### config.mk
export PLATFORM = sky130hd
export DESIGN_NAME = ntlm_password_hash
export DESIGN_NICKNAME = d
export VERILOG_FILES = /design/src/rtl/ntlm_pkg.sv /design/src/rtl/ntlm_blk_ram.sv /design/src/rtl/ntlm_password_hash.sv
export SDC_FILE = /design/constraint.sdc
export NUM_CORES = 2
export LEC_CHECK = 0
export BUFFER_PORTS_ARGS = -buffer_cell sky130_fd_sc_hd__buf_2
export CORE_MARGIN = 1
export CORE_UTILIZATION = 57
export CTS_CLUSTER_SIZE = 25
export DETAILED_ROUTE_END_ITERATION = 6
export PLACE_DENSITY = 0.8
export RECOVER_POWER = 100
export SYNTH_ARGS = -nofsm -noshare
export SYNTH_HDL_FRONTEND = slang
export SYNTH_SLANG_ARGS = --single-unit
### constraint.sdc
create_clock -name clk -period 8.94 [get_ports clk]
set_input_delay 0.894 -clock clk [delete_from_list [all_inputs] [get_ports clk]]
set_output_delay 0.894 -clock clk [all_outputs]
set_load 0.02 [all_outputs]
### src/rtl/ntlm_pkg.sv
// Package: states, MD4 constants and round tables for the NTLM hash block.
`default_nettype none
package ntlm_pkg;

    typedef enum logic [4:0] {
        ST_IDLE = 5'b00001,
        ST_PADM = 5'b00010,
        ST_ZERO = 5'b00100,
        ST_COMP = 5'b01000,
        ST_OUT  = 5'b10000
    } state_t;

    localparam logic [31:0] INIT_A = 32'h67452301;
    localparam logic [31:0] INIT_B = 32'hefcdab89;
    localparam logic [31:0] INIT_C = 32'h98badcfe;
    localparam logic [31:0] INIT_D = 32'h10325476;
    localparam logic [31:0] K_R1   = 32'h5A827999;
    localparam logic [31:0] K_R2   = 32'h6ED9EBA1;
    localparam logic [7:0]  PAD_MARK = 8'h80;
    localparam logic [5:0]  LAST_STEP = 6'd48;

    // Message word used by each of the 48 round steps.
    function automatic logic [3:0] msg_idx(input logic [5:0] step);
        logic [3:0] lo;
        lo = step[3:0];
        unique case (step[5:4])
            2'd0:    msg_idx = lo;
            2'd1:    msg_idx = {lo[1:0], lo[3:2]};
            default: msg_idx = {lo[0], lo[1], lo[2], lo[3]};
        endcase
    endfunction

    // Left rotation amount per round and position.
    function automatic logic [4:0] rot_amt(input logic [1:0] rnd, input logic [1:0] pos);
        logic [4:0] s;
        s = 5'd3;
        unique case ({rnd, pos})
            4'b0000: s = 5'd3;
            4'b0001: s = 5'd7;
            4'b0010: s = 5'd11;
            4'b0011: s = 5'd19;
            4'b0100: s = 5'd3;
            4'b0101: s = 5'd5;
            4'b0110: s = 5'd9;
            4'b0111: s = 5'd13;
            4'b1000: s = 5'd3;
            4'b1001: s = 5'd9;
            4'b1010: s = 5'd11;
            4'b1011: s = 5'd15;
            default: s = 5'd3;
        endcase
        rot_amt = s;
    endfunction

    // Round function and additive constant.
    function automatic logic [31:0] round_f(input logic [1:0] rnd, input logic [31:0] b,
                                            input logic [31:0] c, input logic [31:0] d);
        unique case (rnd)
            2'd0:    round_f = (b & c) | (~b & d);
            2'd1:    round_f = ((b & c) | (b & d) | (c & d)) + K_R1;
            default: round_f = (b ^ c ^ d) + K_R2;
        endcase
    endfunction

endpackage
`default_nettype wire

### src/rtl/ntlm_blk_ram.sv
// Block buffer: 16 x 32 memory, one write port, registered read port.
`default_nettype none
module ntlm_blk_ram (
    input  wire logic        clk,
    input  wire logic        we,
    input  wire logic [3:0]  waddr,
    input  wire logic [31:0] wdata,
    input  wire logic [3:0]  raddr,
    output logic      [31:0] rdata
);
    logic [31:0] mem [16];
    logic [31:0] rdata_reg;

    // Write and read the array
    always_ff @(posedge clk)
    begin
        if (we)
        begin
            mem[waddr] <= wdata;
        end
        rdata_reg <= mem[raddr];
    end

    assign rdata = rdata_reg;
endmodule
`default_nettype wire

### src/rtl/ntlm_password_hash.sv
// Top level: NTLM password hash (MD4 over UTF-16LE characters).
//   channel  | direction | handshake           | payload
//   input    | in        | in_valid/in_stall   | char_byte, has_char, is_last
//   output   | out       | out_valid/out_stall | digest_word0..3
// A character item is written into the buffer memory; a 32nd character starts the
// compression (steps through the block memory's registered read port, then the add).
// The last item adds the padding write and zero fill of the buffer memory
// (one word a cycle) and one or two compressions, then waits in the output register.
// Reset loads the MD4 initial words; the input is stalled while a block is in work
// or a digest waits to be taken.
`default_nettype none
module ntlm_password_hash (
    input  wire logic        clk,
    input  wire logic        rst_n,
    input  wire logic        in_valid,
    output logic             in_stall,
    input  wire logic [7:0]  char_byte,
    input  wire logic        has_char,
    input  wire logic        is_last,
    output logic             out_valid,
    input  wire logic        out_stall,
    output logic      [31:0] digest_word0,
    output logic      [31:0] digest_word1,
    output logic      [31:0] digest_word2,
    output logic      [31:0] digest_word3
);
    import ntlm_pkg::*;

    state_t      state_reg, state_next;
    logic [59:0] count_reg, count_next;
    logic [5:0]  step_reg, step_next;
    logic [3:0]  fill_reg, fill_next;
    logic        last_reg, last_next;
    logic        padded_reg, padded_next;
    logic        len_reg, len_next;
    logic [31:0] ch_a_reg, ch_b_reg, ch_c_reg, ch_d_reg;
    logic [31:0] ch_a_next, ch_b_next, ch_c_next, ch_d_next;
    logic [31:0] va_reg, vb_reg, vc_reg, vd_reg;
    logic [31:0] va_next, vb_next, vc_next, vd_next;
    logic [7:0]  pend_reg, pend_next;

    logic        we;
    logic [3:0]  waddr, raddr;
    logic [31:0] wdata, rdata;
    logic        in_acc, out_acc;
    logic [4:0]  pos;
    logic [5:0]  cur;
    logic [31:0] sum, rot_word;
    logic [63:0] rot_wide;

    ntlm_blk_ram u_ram (
        .clk   (clk),
        .we    (we),
        .waddr (waddr),
        .wdata (wdata),
        .raddr (raddr),
        .rdata (rdata)
    );

    assign in_stall  = (state_reg != ST_IDLE);
    assign out_valid = (state_reg == ST_OUT);
    assign in_acc    = in_valid && !in_stall;
    assign out_acc   = out_valid && !out_stall;
    assign pos       = count_reg[4:0];
    assign digest_word0 = ch_a_reg;
    assign digest_word1 = ch_b_reg;
    assign digest_word2 = ch_c_reg;
    assign digest_word3 = ch_d_reg;

    // Round step on the working words; the step in hand is one behind the read
    assign cur      = step_reg - 6'd1;
    assign raddr    = msg_idx(step_reg);
    assign sum      = va_reg + round_f(cur[5:4], vb_reg, vc_reg, vd_reg) + rdata;
    assign rot_wide = {sum, sum} << rot_amt(cur[5:4], cur[1:0]);
    assign rot_word = rot_wide[63:32];

    // Sequence the block buffer, padding and compression
    always_comb
    begin
        state_next  = state_reg;
        count_next  = count_reg;
        step_next   = step_reg;
        fill_next   = fill_reg;
        last_next   = last_reg;
        padded_next = padded_reg;
        len_next    = len_reg;
        pend_next   = pend_reg;
        ch_a_next   = ch_a_reg;
        ch_b_next   = ch_b_reg;
        ch_c_next   = ch_c_reg;
        ch_d_next   = ch_d_reg;
        va_next     = va_reg;
        vb_next     = vb_reg;
        vc_next     = vc_reg;
        vd_next     = vd_reg;
        we          = 1'b0;
        waddr       = pos[4:1];
        wdata       = 32'h0;
        unique case (state_reg)
            ST_IDLE:
            begin
                if (in_acc)
                begin
                    last_next = is_last;
                    if (has_char)
                    begin
                        we         = 1'b1;
                        wdata      = pos[0] ? {8'h00, char_byte, 8'h00, pend_reg}
                                            : {24'h0, char_byte};
                        count_next = count_reg + 60'd1;
                        if (!pos[0])
                        begin
                            pend_next = char_byte;
                        end
                    end
                    if (has_char && (pos == 5'd31))
                    begin
                        step_next  = '0;
                        state_next = ST_COMP;
                    end
                    else if (is_last)
                    begin
                        state_next = ST_PADM;
                    end
                end
            end
            ST_PADM:
            begin
                we          = 1'b1;
                wdata       = pos[0] ? {8'h00, PAD_MARK, 8'h00, pend_reg}
                                     : {24'h0, PAD_MARK};
                padded_next = 1'b1;
                len_next    = (pos[4:2] != 3'b111);
                if (pos[4:1] == 4'd15)
                begin
                    step_next  = '0;
                    state_next = ST_COMP;
                end
                else
                begin
                    fill_next  = pos[4:1] + 4'd1;
                    state_next = ST_ZERO;
                end
            end
            ST_ZERO:
            begin
                we    = 1'b1;
                waddr = fill_reg;
                if (len_reg && (fill_reg == 4'd14))
                begin
                    wdata = {count_reg[27:0], 4'h0};
                end
                else if (len_reg && (fill_reg == 4'd15))
                begin
                    wdata = count_reg[59:28];
                end
                if (fill_reg == 4'd15)
                begin
                    step_next  = '0;
                    state_next = ST_COMP;
                end
                else
                begin
                    fill_next = fill_reg + 4'd1;
                end
            end
            ST_COMP:
            begin
                if (step_reg == '0)
                begin
                    va_next = ch_a_reg;
                    vb_next = ch_b_reg;
                    vc_next = ch_c_reg;
                    vd_next = ch_d_reg;
                    step_next = step_reg + 6'd1;
                end
                else if (step_reg != LAST_STEP + 6'd1)
                begin
                    va_next   = vd_reg;
                    vb_next   = rot_word;
                    vc_next   = vb_reg;
                    vd_next   = vc_reg;
                    step_next = step_reg + 6'd1;
                end
                else
                begin
                    // Fold the working words into the chain and pick the next job
                    ch_a_next = ch_a_reg + va_reg;
                    ch_b_next = ch_b_reg + vb_reg;
                    ch_c_next = ch_c_reg + vc_reg;
                    ch_d_next = ch_d_reg + vd_reg;
                    priority if (!last_reg)
                    begin
                        state_next = ST_IDLE;
                    end
                    else if (!padded_reg)
                    begin
                        state_next = ST_PADM;
                    end
                    else if (!len_reg)
                    begin
                        len_next   = 1'b1;
                        fill_next  = '0;
                        state_next = ST_ZERO;
                    end
                    else
                    begin
                        state_next = ST_OUT;
                    end
                end
            end
            ST_OUT:
            begin
                if (out_acc)
                begin
                    ch_a_next   = INIT_A;
                    ch_b_next   = INIT_B;
                    ch_c_next   = INIT_C;
                    ch_d_next   = INIT_D;
                    count_next  = '0;
                    last_next   = 1'b0;
                    padded_next = 1'b0;
                    len_next    = 1'b0;
                    state_next  = ST_IDLE;
                end
            end
            default:
            begin
                state_next = ST_IDLE;
            end
        endcase
    end

    // Hold control state and chaining words
    always_ff @(posedge clk or negedge rst_n)
    begin
        if (!rst_n)
        begin
            state_reg  <= ST_IDLE;
            count_reg  <= '0;
            step_reg   <= '0;
            fill_reg   <= '0;
            last_reg   <= 1'b0;
            padded_reg <= 1'b0;
            len_reg    <= 1'b0;
            ch_a_reg   <= INIT_A;
            ch_b_reg   <= INIT_B;
            ch_c_reg   <= INIT_C;
            ch_d_reg   <= INIT_D;
        end
        else
        begin
            state_reg  <= state_next;
            count_reg  <= count_next;
            step_reg   <= step_next;
            fill_reg   <= fill_next;
            last_reg   <= last_next;
            padded_reg <= padded_next;
            len_reg    <= len_next;
            ch_a_reg   <= ch_a_next;
            ch_b_reg   <= ch_b_next;
            ch_c_reg   <= ch_c_next;
            ch_d_reg   <= ch_d_next;
        end
    end

    // Advance working words and the held low character
    always_ff @(posedge clk)
    begin
        va_reg   <= va_next;
        vb_reg   <= vb_next;
        vc_reg   <= vc_next;
        vd_reg   <= vd_next;
        pend_reg <= pend_next;
    end
endmodule
`default_nettype wire

After elaboration in Yosys (flattened, before gate mapping)
Memory sizes are Yosys's and may differ from the RTL's. A register that Yosys moved wholly into a read port is not among the register bits.
Index checks and enable logic that the tools add are counted.
{"block": "totals", "word_cells": 179, "romBits": 64, "input_bits": 14, "regBits": 342, "mem_bits_rw": 512, "out_inout_bits": 130, "memories": 2}
{"block": "op_classes", "shifts": 1, "n_bitwise": 11, "n_reduce_logical": 28, "n_addsub": 13, "mux": 79, "eq_ne": 29}
{"name": "u_ram.mem", "depth": 16, "width": 32, "read_ports": 1, "rd_clocked_by_memory_dff": 1, "wr": 1, "line": "ntlm_blk_ram.sv:11", "text": "logic [31:0] mem [16];"}
{"name": "(name not given)", "depth": 16, "width": 4, "read_ports": 1, "rd_clocked_by_memory_dff": 0, "wr": 0, "line": "ntlm_pkg.sv:37", "text": "unique case ({rnd, pos})"}
{"operator": "$mux W32", "n": 22}
{"operator": "$pmux W32 S2", "n": 5}
{"operator": "$add A32 B32 Y32", "n": 6}
{"operator": "$mux W60", "n": 3}
{"operator": "$and A32 B32 Y32", "n": 4}
{"operator": "$pmux W60 S2", "n": 1}
{"operator": "$mux W24", "n": 4}
{"operator": "$or A32 B32 Y32", "n": 3}
{"operator": "$pmux W32 S3", "n": 1}
{"operator": "$add A32 B31 Y32 const B", "n": 2}
{"operator": "$shl A64 B5 Y64", "n": 1}
{"operator": "$xor A32 B32 Y32", "n": 2}
{"operator": "$add A60 B1 Y60 const B", "n": 1}
{"operator": "$mux W5", "n": 10}
{"operator": "$mux W4", "n": 9}
{"operator": "$mux W6", "n": 6}
{"operator": "$not A32 Y32", "n": 1}
{"operator": "$pmux W5 S5", "n": 1}
{"operator": "$ne A2 B2 Y1 const B", "n": 12}
{"operator": "$pmux W6 S4", "n": 1}
{"operator": "$reduce_and A6 Y1", "n": 3}
{"operator": "$eq A4 B4 Y1 const B", "n": 3}
{"operator": "$pmux W4 S3", "n": 1}
{"operator": "$reduce_and A4 Y1", "n": 3}
{"operator": "29 further kinds", "n": 56}

Depth between registers and ports, before layout
{"block": "logic_depth", "ltp_word": 10, "ltp_mapped": 28, "mapped_depth_nobuf": 27}

By module
From an unflattened synthesis, not the netlist that was laid out.
{"block": "hier_totals", "cells_unflattened": 4096, "hier_area_um2": 47843.4}
{"mod": "ntlm_password_hash", "area_each_um2": 28006.9, "seq_area_each_um2": 9320.2, "cells_per_inst": 3258, "n_inst": 1}
{"mod": "ntlm_blk_ram", "area_each_um2": 19836.5, "seq_area_each_um2": 16015.4, "cells_per_inst": 838, "n_inst": 1}

Worst setup path after synthesis
OpenSTA, ideal clock, no wires.
{"block": "synth_path", "path_type": "reg-to-reg", "startpoint": "register step_reg[1]", "endpoint": "register ch_d_reg[31] (netlist: digest_word3[31])", "arrival_time_ps": 9741, "path_buffers": 1, "t_required_ps": 8816, "synth_period_minus_slack_ps": 9864, "slack_ps": -924, "stages_incl_launch_ff": 10, "setup_time_ps": 124, "path_cell_list": "dfrtp_1 inv_1 ha_1 a41oi_1 nor2_1 nand2_1 clkbuf_1 nor2_1 a21oi_1 o21ai_1"}
{"block": "synth_between", "elab_chain_len": 3, "word_cells_on_any_way": 5, "classes_between": "eq/ne (3); reduce/logical (2)"}
{"item": "from (decl)", "line": "ntlm_password_hash.sv:31", "text": "logic [5:0] step_reg, step_next;"}
{"item": "from (signal assigned)", "line": "ntlm_password_hash.sv:255", "text": "step_reg <= step_next;"}
{"item": "$ne A6 B6 Y1 / $logic_not A6 Y1 (equally long branches)", "line": "ntlm_password_hash.sv:177, ntlm_password_hash.sv:169"}
{"item": "$ne A2 B2 Y1 (no line)"}
{"item": "$reduce_and A4 Y1 (no line) (*)"}
{"item": "to (signal assigned)", "line": "ntlm_password_hash.sv:263", "text": "ch_d_reg <= ch_d_next;"}
{"item": "to (decl)", "line": "ntlm_password_hash.sv:36", "text": "logic [31:0] ch_a_reg, ch_b_reg, ch_c_reg, ch_d_reg;"}
Mark *: on every way between the ends. The rest lies on a longest branch, timed or not.
A chain may end at the register's enable or synchronous reset.

Worst setup path after layout
{"block": "layout_path", "startpoint": "register state_reg[2]", "endpoint": "register step_reg[1]"}
{"block": "layout_between", "elab_chain_len": 5, "word_cells_on_any_way": 15, "classes_between": "eq/ne (10); mux (1); reduce/logical (4)"}
{"item": "from (decl)", "line": "ntlm_password_hash.sv:29", "text": "state_t state_reg, state_next;"}
{"item": "from (signal assigned)", "line": "ntlm_password_hash.sv:253", "text": "state_reg <= state_next;"}
{"item": "$ne A5 B1 Y1", "line": "ntlm_password_hash.sv:60", "text": "assign in_stall = (state_reg != ST_IDLE);"}
{"item": "$logic_not A1 Y1", "line": "ntlm_password_hash.sv:62", "text": "assign in_acc = in_valid && !in_stall;"}
{"item": "$logic_and A1 B1 Y1", "line": "ntlm_password_hash.sv:62"}
{"item": "$ne A2 B2 Y1 (no line)"}
{"item": "$reduce_and A6 Y1 (no line)"}
Parallel ways exist; a longest one is shown, timed or not.

==> results.toml <==
[finish]
finalNetCount = 4590
largest_register_ffs = 512
multiInputGateArea_sq_um = 21600
fillers = 6367
final_common_cell = "edfxtp_1"
area.growth.synth_to_final_pct = 9.83
seq_area_sq_um = 25300
final_cell_mix = "edfxtp_1 (648), nand2_1 (534), nor2_1 (310)"
final_layout_size_suffix_gt1_share_pct = 9.30

[worst_hold_path]
hp-class = "input pin to register"

[clock_network]
clkSinkCount = 886
clk_pin_slew_ns = 0.06
root_buffer = "clkbuf_16"
post_cts.repair.setup_buffers = 0
cts-buffers-inserted = 90
cts.repair.resized = 0
clk_latency_ns = 0.72
htreeDepth = 3
cts_tree = "built"
clockBufferDepth = 3
cts_hold_buf = 0

[place]
place.port_buffers = 143
gp_congestion = 0.997
hpwl_microns = 99900

[route]
drc = 0
vias = 36000
ant_nets = 0
first_pass_iters = 6
routed_wl_microns = 150000
viasPerCell = 6.48
routedWlPerCell_microns = 27.0
drt_iter0_markers = 4166

[grt]
grt.overflow.total = 0
grt_pass1_vias = 34900
grt_max_degree = 113
grt_pass1_wl_microns = 221000
grtUsageTotal_pct = 34.8
grt_antenna_before_repair = 2

[die]
fp.dieW_microns = 293
fp.dieH_microns = 293
rows = 106
fp.dieArea_sq_um = 85800
coreArea_sq_um = 83700
start_util_pct = 57.6
ios = 144

[synth]
synth_cell_types = 93
ys_seq_area_share_pct = 52.5
synth_top_area_share_pct = 40.3
synth_seq_cells = 886
syn_area_sq_um = 48200
synth_area_leader_cell = "edfxtp_1"
ys.flop_type = "edfxtp_1"
synth_edf_count = 648
ys_warn_count = 0
syn_area_per_cell_sq_um = 11.4
synthTopCellsByArea = "edfxtp_1 (40%), dfrtp_1 (7.3%), mux4_2 (6.0%), ha_1 (4.4%), nand2_1 (4.2%)"
synth_nets = 4470
syn_inst = 4220
ys_async_sr_fraction_pct = 23.3

[worst_setup_path]
end_kind = "register"
crit_type = "register to register"
arrival_ns = 8.38
crit_required_ns = 9.49
cp_max_fo = 60
start_kind = "register"

[sta]
drv_slew = 1599
rsz0062_at_grt = "false"
finalSetupViolCount = 0
relSlewSlack_pct = -233
finalSetupTns_ns = 0
finalHoldViolations = 0
period_needed_ns = 7.83
max_freq_mhz = 128
post-route-period-util_pct = 87.6
worst_pin_slew_ns = 4.99
worst_clock_skew_ns = 0.0892

[outcome]
status = "complete, but fails checks"
violations = "capacitance limit, slew limit"

[job]
drv_cap = 36
[worst max-delay path, stage by stage, from the launching register on]
cell	delay [ns]
dfrtp_1	0.42
nor3_1	0.28
nand3b_1	0.12
clkbuf_1	0.79
nor2_1	0.49
clkbuf_1	2.05
o21bai_4	0.11
nor2_4	0.15
clkbuf_1	2.39
or3_1	0.47
inv_1	0.16
o21ai_0	0.20
[final cells by class]
type | count | share of cell area [%]
antenna | 1 | 0.00472
inverter | 216 | 1.53
multi-input combinational | 2939 | 40.7
tap | 1134 | 2.68
timing repair buffer | 207 | 1.71
clock inverter | 44 | 0.845
clock buffer | 126 | 4.71
sequential | 886 | 47.8
[logic make-up after synthesis]
family / Yosys count / share of synthesized area, %
muxes: 258 / 8.74
adders and majority gates: 236 / 7.18
and+or+nand+nor: 1241 / 11.4
buffers and inverters: 395 / 3.12
DFF: 886 / 52.5
AOI/OAI and AO/OA: 974 / 12.8
xor gates and xnor gates: 230 / 4.21
[through the flow]
| step | utilization [%] | cells | cell area (sq um) | setup slack (ns) | hold WS [ns] |
|---|---|---|---|---|---|
| after floorplan | - | 4220 | 48200 | 2.70 | 0.492 |
| after global placement | 60.3 | 5382 | 50500 | 1.98 | 0.470 |
| after detailed placement | 60.3 | 5382 | 50500 | 1.93 | 0.479 |
| after CTS | 63.8 | 5552 | 53400 | 1.90 | 0.272 |
| after global routing | 63.3 | 5552 | 53000 | 0.737 | 0.436 |
| final | 63.3 | 5553 | 53000 | 1.11 | 0.434 |
[per-layer routing]
layer,wire length (microns),vias to the layer above,track usage [%]
li1,-,15800,-
met1,54800,17700,44.2
met2,69700,2066,55.4
met3,14600,474,6.22
met4,10900,0,22.5
met5,0,-,0
[Yosys cell counts (9+ instances only)]
cell type / number
dfxtp_1: 32
xor2_1: 125
buf_2: 19
or3_1: 29
nand4_1: 28
o221ai_1: 11
o31ai_1: 30
a211oi_1: 83
nor2_1: 323
a21o_1: 61
o21ai_1: 11
a211o_1: 11
and2_1: 13
o21ai_0: 232
a31oi_1: 36
fa_1: 68
o21a_1: 28
o21bai_1: 22
edfxtp_1: 648
ha_1: 168
o22ai_1: 21
nand2_1: 534
nor2b_1: 61
or2_2: 10
o22a_1: 11
mux2i_1: 120
o211ai_1: 30
nor3_1: 58
dfstp_2: 65
nand2b_1: 28
xnor2_1: 103
dfrtp_1: 141
mux4_2: 129
a21oi_1: 276
and3_1: 35
inv_1: 215
clkbuf_1: 129
nand3_1: 85
buf_1: 31
o2111ai_1: 9
[worst paths after layout]
check | start | endpoint | slack, ns | cells after the start
min in group asynchronous | rst_n | digest_word2[16]$_DFFE_PN0P_ | 2.03 | 1
worst min-delay path | out_stall | state_reg[4]$_DFFE_PN0P_ | 0.43 | 2
worst min register to register | digest_word0[0]$_DFFE_PN1P_ | digest_word0[0]$_DFFE_PN1P_ | 0.49 | 2
worst max register to register | state_reg[2]$_DFFE_PN0P_ | step_reg[1]$_DFFE_PN0P_ | 1.11 | 11
worst max-delay path | state_reg[2]$_DFFE_PN0P_ | step_reg[1]$_DFFE_PN0P_ | 1.11 | 11
max in group asynchronous | rst_n | digest_word1[14]$_DFFE_PN0P_ | 2.66 | 2
Power is not shown: default switching activity piles up to over one toggle a cycle in this logic, so the estimate is an artifact.
